===== src/design/pd_line_follow_steering_defines.svh =====
// ----------------------------------------------------------------------------
// pd_line_follow_steering_defines.svh
// Assertion macros used by the steering controller RTL.
// ----------------------------------------------------------------------------
`ifndef PD_LINE_FOLLOW_STEERING_DEFINES_SVH
`define PD_LINE_FOLLOW_STEERING_DEFINES_SVH

// Condition that must hold at every clock edge outside reset.
`define PDLF_ASSERT(lbl, cond, msg) \
	lbl: assert property (@(posedge clk) disable iff (!arst_n) (cond)) else $error(msg);

// Condition that must hold in the cycle after the trigger.
`define PDLF_ASSERT_NEXT(lbl, trig, cons, msg) \
	lbl: assert property (@(posedge clk) disable iff (!arst_n) (trig) |=> (cons)) \
		else $error(msg);

`endif


===== src/design/pdlf_pkg.sv =====
// ----------------------------------------------------------------------------
// pdlf_pkg
// Types and constants of the PD line follower steering controller.
// ----------------------------------------------------------------------------
`timescale 1ns / 1ps

package pdlf_pkg;

	typedef enum logic [2:0] {
		MODE_INIT        = 3'd0,
		MODE_CALIBRATING = 3'd1,
		MODE_READY       = 3'd2,
		MODE_FOLLOWING   = 3'd3,
		MODE_FORCED_STOP = 3'd4,
		MODE_REACHED_END = 3'd5
	} mode_t;

	typedef enum logic [1:0] {
		ACT_TICK      = 2'd0,
		ACT_START     = 2'd1,
		ACT_STOP      = 2'd2,
		ACT_CALIBRATE = 2'd3
	} action_t;

	localparam int CFG_IDX_W = 3;
	localparam logic [CFG_IDX_W-1:0] CFG_PROP_GAIN  = 3'd0;
	localparam logic [CFG_IDX_W-1:0] CFG_DERIV_GAIN = 3'd1;
	localparam logic [CFG_IDX_W-1:0] CFG_CRUISE_SPD = 3'd2;
	localparam logic [CFG_IDX_W-1:0] CFG_FLOOR_SPD  = 3'd3;
	localparam logic [CFG_IDX_W-1:0] CFG_CEIL_SPD   = 3'd4;
	localparam int CFG_DATA_W = 12;

	localparam int GAIN_W  = 12;
	localparam int BASE_W  = 9;
	localparam int SPEED_W = 10;
	localparam int POS_W   = 12;
	localparam int ERR_W   = 12;

	localparam logic [POS_W-1:0] POS_CENTER = 12'd2000;
	localparam logic [POS_W-1:0] POS_MAX    = 12'd4000;

	localparam logic [GAIN_W-1:0]         RST_PROP_GAIN  = 12'd64;
	localparam logic [GAIN_W-1:0]         RST_DERIV_GAIN = 12'd256;
	localparam logic [BASE_W-1:0]         RST_CRUISE_SPD = 9'd200;
	localparam logic signed [SPEED_W-1:0] RST_FLOOR_SPD  = 10'sd0;
	localparam logic [BASE_W-1:0]         RST_CEIL_SPD   = 9'd400;

	typedef struct packed {
		logic [GAIN_W-1:0]         prop_gain;
		logic [GAIN_W-1:0]         deriv_gain;
		logic [BASE_W-1:0]         cruise_spd;
		logic signed [SPEED_W-1:0] floor_spd;
		logic [BASE_W-1:0]         ceil_spd;
	} pdlf_cfg_t;

endpackage


===== src/design/pdlf_pd_calc.sv =====
// ----------------------------------------------------------------------------
// pdlf_pd_calc
// Proportional-derivative steering term and clamped left/right speeds.
// ----------------------------------------------------------------------------
`timescale 1ns / 1ps

module pdlf_pd_calc import pdlf_pkg::*; (
	input  pdlf_cfg_t                 cfg,
	input  logic [POS_W-1:0]          line_position,
	input  logic signed [ERR_W-1:0]   prev_error,
	output logic signed [ERR_W-1:0]   error,
	output logic signed [SPEED_W-1:0] left_speed,
	output logic signed [SPEED_W-1:0] right_speed
);

	localparam int DIFF_W = ERR_W + 1;
	localparam int PP_W   = 25;
	localparam int PD_W   = 26;
	localparam int SUM_W  = 20;

	logic [POS_W-1:0]        pos_sat;
	logic signed [POS_W:0]   err_wide;
	logic signed [DIFF_W-1:0] err_diff;
	logic signed [PP_W-1:0]  prod_p;
	logic signed [PD_W-1:0]  prod_d;
	logic signed [PP_W-1:0]  rnd_p;
	logic signed [PD_W-1:0]  rnd_d;
	logic signed [SUM_W-1:0] steer;
	logic signed [SUM_W-1:0] base_ext;

	function automatic logic signed [SPEED_W-1:0] clamp_speed(
		input logic signed [SUM_W-1:0]   v,
		input logic signed [SPEED_W-1:0] lo,
		input logic [BASE_W-1:0]         hi
	);
		logic signed [SUM_W-1:0] lo_ext;
		logic signed [SUM_W-1:0] hi_ext;
		lo_ext = SUM_W'(lo);
		hi_ext = $signed(SUM_W'(hi));
		if (v < lo_ext) begin
			return lo;
		end else if (v > hi_ext) begin
			return $signed({1'b0, hi});
		end
		return v[SPEED_W-1:0];
	endfunction

	always_comb begin
		pos_sat  = (line_position > POS_MAX) ? POS_MAX : line_position;
		err_wide = $signed({1'b0, pos_sat}) - $signed({1'b0, POS_CENTER});
		error    = err_wide[ERR_W-1:0];
		err_diff = DIFF_W'(error) - DIFF_W'(prev_error);

		prod_p = PP_W'(error) * $signed(PP_W'(cfg.prop_gain));
		prod_d = PD_W'(err_diff) * $signed(PD_W'(cfg.deriv_gain));

		// Adding 255 before the arithmetic shift makes negative quotients
		// round toward zero.
		rnd_p = prod_p + (prod_p[PP_W-1] ? PP_W'(255) : PP_W'(0));
		rnd_d = prod_d + (prod_d[PD_W-1] ? PD_W'(255) : PD_W'(0));

		steer    = SUM_W'(rnd_p >>> 8) + SUM_W'(rnd_d >>> 8);
		base_ext = $signed(SUM_W'(cfg.cruise_spd));

		left_speed  = clamp_speed(base_ext + steer, cfg.floor_spd, cfg.ceil_spd);
		right_speed = clamp_speed(base_ext - steer, cfg.floor_spd, cfg.ceil_spd);
	end

endmodule


===== src/design/pd_line_follow_steering.sv =====
// ----------------------------------------------------------------------------
// pd_line_follow_steering: PD line follower steering controller.
// Pipeline: an accepted request is registered in the input register and its result
// in the result register, where it is held while result_stall is high.
// Throughput: one request per cycle while the result channel is not stalled.
// Reset clears the mode to init, the stored error to zero and loads register defaults.
// ----------------------------------------------------------------------------
`timescale 1ns / 1ps
`include "pd_line_follow_steering_defines.svh"

module pd_line_follow_steering import pdlf_pkg::*; (
	input  logic                      clk,
	input  logic                      arst_n,
	// request channel
	input  logic                      item_valid,
	output logic                      item_stall,
	input  logic [1:0]                action,
	input  logic                      line_found,
	input  logic [POS_W-1:0]          line_position,
	// result channel
	output logic                      result_valid,
	input  logic                      result_stall,
	output logic                      motor_update,
	output logic signed [SPEED_W-1:0] left_speed,
	output logic signed [SPEED_W-1:0] right_speed,
	output logic                      calibrate_pulse,
	output logic [2:0]                mode,
	// configuration channel
	input  logic                      cfg_valid,
	output logic                      cfg_ready,
	input  logic [CFG_IDX_W-1:0]      cfg_index,
	input  logic [CFG_DATA_W-1:0]     cfg_data
);

	pdlf_cfg_t cfg_q;

	logic                    valid_s1;
	action_t                 action_s1;
	logic                    found_s1;
	logic [POS_W-1:0]        pos_s1;

	logic                      valid_s2;
	logic                      update_s2;
	logic signed [SPEED_W-1:0] left_s2;
	logic signed [SPEED_W-1:0] right_s2;
	logic                      pulse_s2;
	mode_t                     mode_s2;

	mode_t                   mode_q;
	mode_t                   mode_d;
	logic signed [ERR_W-1:0] prev_err_q;

	logic                      upd_d;
	logic                      pulse_d;
	logic                      take_pd;
	logic signed [ERR_W-1:0]   err_new;
	logic signed [SPEED_W-1:0] pd_left;
	logic signed [SPEED_W-1:0] pd_right;

	logic s2_free;
	logic advance;
	logic accept;

	assign cfg_ready = 1'b1;

	always_ff @(posedge clk or negedge arst_n) begin
		if (!arst_n) begin
			cfg_q.prop_gain  <= RST_PROP_GAIN;
			cfg_q.deriv_gain <= RST_DERIV_GAIN;
			cfg_q.cruise_spd <= RST_CRUISE_SPD;
			cfg_q.floor_spd  <= RST_FLOOR_SPD;
			cfg_q.ceil_spd   <= RST_CEIL_SPD;
		end else if (cfg_valid && cfg_ready) begin
			unique case (cfg_index)
				CFG_PROP_GAIN:  cfg_q.prop_gain  <= cfg_data[GAIN_W-1:0];
				CFG_DERIV_GAIN: cfg_q.deriv_gain <= cfg_data[GAIN_W-1:0];
				CFG_CRUISE_SPD: cfg_q.cruise_spd <= cfg_data[BASE_W-1:0];
				CFG_FLOOR_SPD:  cfg_q.floor_spd  <= $signed(cfg_data[SPEED_W-1:0]);
				CFG_CEIL_SPD:   cfg_q.ceil_spd   <= cfg_data[BASE_W-1:0];
				default: ;
			endcase
		end
	end

	// The input register holds while the result register is full and stalled.
	assign s2_free    = !valid_s2 || !result_stall;
	assign advance    = valid_s1 && s2_free;
	assign item_stall = valid_s1 && !s2_free;
	assign accept     = item_valid && !item_stall;

	always_ff @(posedge clk or negedge arst_n) begin
		if (!arst_n) begin
			valid_s1 <= 1'b0;
		end else if (accept) begin
			valid_s1 <= 1'b1;
		end else if (advance) begin
			valid_s1 <= 1'b0;
		end
	end

	always_ff @(posedge clk) begin
		if (accept) begin
			action_s1 <= action_t'(action);
			found_s1  <= line_found;
			pos_s1    <= line_position;
		end
	end

	pdlf_pd_calc u_pd_calc (
		.cfg           (cfg_q),
		.line_position (pos_s1),
		.prev_error    (prev_err_q),
		.error         (err_new),
		.left_speed    (pd_left),
		.right_speed   (pd_right)
	);

	always_ff @(posedge clk or negedge arst_n) begin
		if (!arst_n) begin
			mode_q     <= MODE_INIT;
			prev_err_q <= '0;
		end else if (advance) begin
			mode_q <= mode_d;
			if (take_pd) begin
				prev_err_q <= err_new;
			end
		end
	end

	always_comb begin
		mode_d  = mode_q;
		upd_d   = 1'b0;
		pulse_d = 1'b0;
		take_pd = 1'b0;
		unique case (action_s1)
			ACT_TICK: begin
				unique case (mode_q) inside
					MODE_CALIBRATING: begin
						pulse_d = 1'b1;
						mode_d  = MODE_READY;
					end
					MODE_FOLLOWING: begin
						upd_d = 1'b1;
						if (!found_s1) begin
							mode_d = MODE_REACHED_END;
						end else begin
							take_pd = 1'b1;
						end
					end
					MODE_FORCED_STOP, MODE_REACHED_END: begin
						upd_d = 1'b1;
					end
					default: ;
				endcase
			end
			ACT_START: begin
				if (mode_q != MODE_INIT && mode_q != MODE_CALIBRATING) begin
					mode_d = MODE_FOLLOWING;
				end
			end
			ACT_STOP: begin
				upd_d = 1'b1;
				if (mode_q != MODE_CALIBRATING && mode_q != MODE_REACHED_END) begin
					mode_d = MODE_FORCED_STOP;
				end
			end
			ACT_CALIBRATE: begin
				if (mode_q == MODE_INIT || mode_q == MODE_REACHED_END) begin
					mode_d = MODE_CALIBRATING;
				end
			end
			default: ;
		endcase
	end

	always_ff @(posedge clk or negedge arst_n) begin
		if (!arst_n) begin
			valid_s2 <= 1'b0;
		end else if (advance) begin
			valid_s2 <= 1'b1;
		end else if (!result_stall) begin
			valid_s2 <= 1'b0;
		end
	end

	always_ff @(posedge clk) begin
		if (advance) begin
			update_s2 <= upd_d;
			left_s2   <= take_pd ? pd_left : '0;
			right_s2  <= take_pd ? pd_right : '0;
			pulse_s2  <= pulse_d;
			mode_s2   <= mode_d;
		end
	end

	assign result_valid    = valid_s2;
	assign motor_update    = update_s2;
	assign left_speed      = left_s2;
	assign right_speed     = right_s2;
	assign calibrate_pulse = pulse_s2;
	assign mode            = mode_s2;

	`PDLF_ASSERT(a_pulse_only_to_ready, !(valid_s2 && pulse_s2)
		|| (mode_s2 == MODE_READY && !update_s2), "calibrate pulse without move to ready")
	`PDLF_ASSERT(a_idle_speeds_zero, !valid_s2 || update_s2
		|| (left_s2 == '0 && right_s2 == '0), "nonzero speed without motor update")
	`PDLF_ASSERT_NEXT(a_s1_holds, valid_s1 && !s2_free, valid_s1 && valid_s2,
		"stalled request lost")

endmodule


===== config.mk =====
export PLATFORM = sky130hd
export DESIGN_NAME = pd_line_follow_steering
export DESIGN_NICKNAME = d
export VERILOG_FILES = /design/src/design/pdlf_pkg.sv /design/src/design/pdlf_pd_calc.sv /design/src/design/pd_line_follow_steering.sv
export VERILOG_INCLUDE_DIRS = /design/src /design/src/design
export SDC_FILE = /design/constraint.sdc
export NUM_CORES = 1
export LEC_CHECK = 0
export BUFFER_PORTS_ARGS = -buffer_cell sky130_fd_sc_hd__buf_2
export CAP_MARGIN = 20
export CORE_MARGIN = 2
export CORE_UTILIZATION = 65
export DETAILED_ROUTE_END_ITERATION = 12
export HOLD_SLACK_MARGIN = 0.05
export PLACE_DENSITY = 0.83
export SLEW_MARGIN = 20
export SYNTH_ARGS = -nofsm -noshare
export SYNTH_HDL_FRONTEND = slang
export SYNTH_SLANG_ARGS = --single-unit

===== constraint.sdc =====
create_clock -name clk -period 16.9 [get_ports clk]
set_input_delay 0.845 -clock clk [delete_from_list [all_inputs] [get_ports clk]]
set_output_delay 0.845 -clock clk [all_outputs]
set_load 0.02 [all_outputs]

==> reports/results.ini <==
[route]
initialDrtViolationCount = 989
via_per_inst = 5.894
ant_nets = 0
drt_pre_antenna_iters = 5
routed_wl_um = 49480
routedWlPerCell_um = 17.80
route.detailed.drc = 0
num_vias = 16385

[placement]
place.gp.congestion = 0.9178
port_buffers = 61
dp_hpwl_um = 40840

[clock_tree]
clk-insertion-delay-late_ns = 0.38
h-tree-depth = 3
cts_setup_buffers = 0
numCtsBuffers = 9
clock_tree.root_cell = clkbuf_16
clockBufferDepth = 2
cts_sinks = 109
postCtsHoldBufs = 0
path_clk_slew_ns = 0.08
cts_tree = built

[global_routing]
antenna_found_initial = 1
grt_pass1_wl_um = 81220
track_usage = 0.3071
grt_pass1_vias = 16790
grt_max_degree = 70
grt_remaining_overflow = 0

[finish]
final_common_cell = inv_1
most-common-layout-cells = inv_1 (413), nand2_1 (277), ha_1 (251), fa_1 (250), and2_1 (111)
areaGrowthSynthToFinish_pct = 4.914
fin_nets = 2909
n_antenna_cell = 0
drive_gt1_frac = 0.08663

[timing]
hold_viol = 0
tns_ns = 0
relSlewSlack = 0.3600
fmax_mhz = 65.05
post-route-period-util = 0.9097
rsz0062_at_grt = no
timing.final.crit_period_ns = 15.37
finalClockSkew_ns = 0.01163
setup_viol = 0
tightest_slew_ns = 0.9590
slew_viol_final = 0

[critical_path]
start_kind = flop
r2r_slack_ns = 1.53
crit_type = flop to flop
path_max_fanout = 21
critPathMaxStageDelay_ns = 0.54
r2r-end = left_speed[8]$_SDFFCE_PN0P_
path_delay_family = compound AO/OA/AOI/OAI gates
rr_startpoint = pos_s1[3]$_DFFE_PP_
cp_num_buf_inv = 8
cp.arrival_ns = 15.55
cp-end-kind = flop
crit_cells = 64
crit_path_top_delay_cell = fa_1
cp_data_required_time_ns = 17.08
worst_r2r_path_depth = 64

[yosys]
async_reset_ff_frac = 0.6330
syn_inst = 2358
synth_ff_type = dfrtp_1
synth_edf_count = 40
ys_types = 92
syn_area_sq_um = 20700
ys_warn_count = 0
yosysSeqAreaShare = 0.1419
synth_area_per_cell_sq_um = 8.779
ys_ff_latch = 109
syn-num-nets = 2894

[outcome]
run_status = finished, final reports clean

[hold_path]
min_path_cells = 1
min_path_type = flop to flop
min_from = valid_s1$_DFFE_PN0P_
hold_path_end = result_valid$_DFFE_PN0P_

[die]
rows = 65
die_x_um = 182.5
dieArea_sq_um = 33290
start_util = 0.6577
fp.dieH_um = 182.5
io_pins = 63
core_sq_um = 31470

[flow_run]
maxCapViolCount = 0

flip-flops by register name (all words and copies together) (netlist names):
register         count
mode                 3
action_s1            2
calibrate_pulse      1
result_valid         1
prev_err_q          12
mode_q               3
valid_s1             1
pos_s1              12
left_speed          10
found_s1             1
cfg_q               52
right_speed         10
motor_update         1
worst max path at each step:
stage	startpoint	endpoint	slack, ns
finish	pos_s1[3]$_DFFE_PP_	left_speed[8]$_SDFFCE_PN0P_	1.53
global route	pos_s1[3]$_DFFE_PP_	left_speed[4]$_SDFFCE_PN0P_	0.06
CTS	pos_s1[3]$_DFFE_PP_	left_speed[5]$_SDFFCE_PN0P_	1.15
detailed placement	pos_s1[3]$_DFFE_PP_	left_speed[5]$_SDFFCE_PN0P_	1.21
global placement	pos_s1[3]$_DFFE_PP_	left_speed[2]$_SDFFCE_PN0P_	1.65
floorplan	pos_s1[3]$_DFFE_PP_	left_speed[1]$_SDFFCE_PN0P_	2.73
area by class of cell:
type                    instances  area, sq um
multi-input cells            1757        15930
fillers                      2431         9757
flip-flops and latches        109         2938
inverters                     413         1550
well taps                     402        503.0
repair buffers                 83        473.0
clock buffers                  10        250.2
clock inverters                 6        70.07
cells by family (layout without fill, tap and decap cells):
family	count (synthesis)	count (layout)	share of synthesized area
simple gates	704	704	0.1700
fa+ha+maj	501	501	0.3935
buf+inv	492	512	0.09055
compound gates	373	373	0.1217
xor+xnor	124	124	0.05319
flops	109	109	0.1419
mux	54	54	0.02895
other cells	1	1	0.0001812
per-stage QoR:
stage                     area, sq um  setup WS (ns)  utilization  std cells  hold slack, ns
after global placement          21350          1.652       0.6783       2763          0.4682
after CTS                       21680          1.154       0.6887       2779          0.4990
final                           21720          1.527       0.6900       2780          0.4940
after detailed placement        21360          1.211       0.6785       2763          0.4823
after global routing            21720        0.05865       0.6900       2780          0.5308
after floorplan                 20700          2.732            -       2358          0.4574
per-layer routing:
metal	global-route usage	wire [um]	up-vias
met5	0	0	-
met4	0.1200	1864	0
met3	0.05548	3247	123
met2	0.5304	23690	579
met1	0.3842	20680	8007
li1	-	-	7676
worst register-to-register path, delay by kind of cell, from the launching register on:
family	cells	cell delay (ns)
XOR/XNOR	4	0.79
flip-flops	1	0.37
adder cells (fa/ha/maj)	11	4.56
buffers and inverters	8	0.85
AO/OA/AOI/OAI	26	5.26
AND/OR/NAND/NOR	15	3.35
synth_stat cells (13+ instances only):
master / instances / share of area
inv_1: 413 / 0.075
nand2_1: 277 / 0.050
ha_1: 251 / 0.15
fa_1: 250 / 0.24
and2_1: 111 / 0.034
a21oi_1: 98 / 0.024
nor2_1: 95 / 0.017
o21ai_0: 78 / 0.019
xnor2_1: 72 / 0.030
clkbuf_1: 68 / 0.012
dfrtp_1: 61 / 0.074
xor2_1: 50 / 0.021
mux2_2: 47 / 0.026
edfxtp_1: 40 / 0.058
nor2b_1: 39 / 0.012
a21o_1: 37 / 0.013
nand3_1: 36 / 0.0087
nand2b_1: 34 / 0.010
o21a_1: 25 / 0.0091
a211oi_1: 23 / 0.0083
nor3_1: 23 / 0.0056
nand4_1: 18 / 0.0054
o211ai_1: 16 / 0.0058
or3_1: 13 / 0.0039
timing repair:
action                                 CTS  global route
gates resized for setup                  0             6
setup endpoints to repair                0             9
endpoints found under the hold margin    0             0
Power is left out: the tool's default activity adds up to more than one toggle a clock period on the data nets, which glitch-free logic cannot reach.
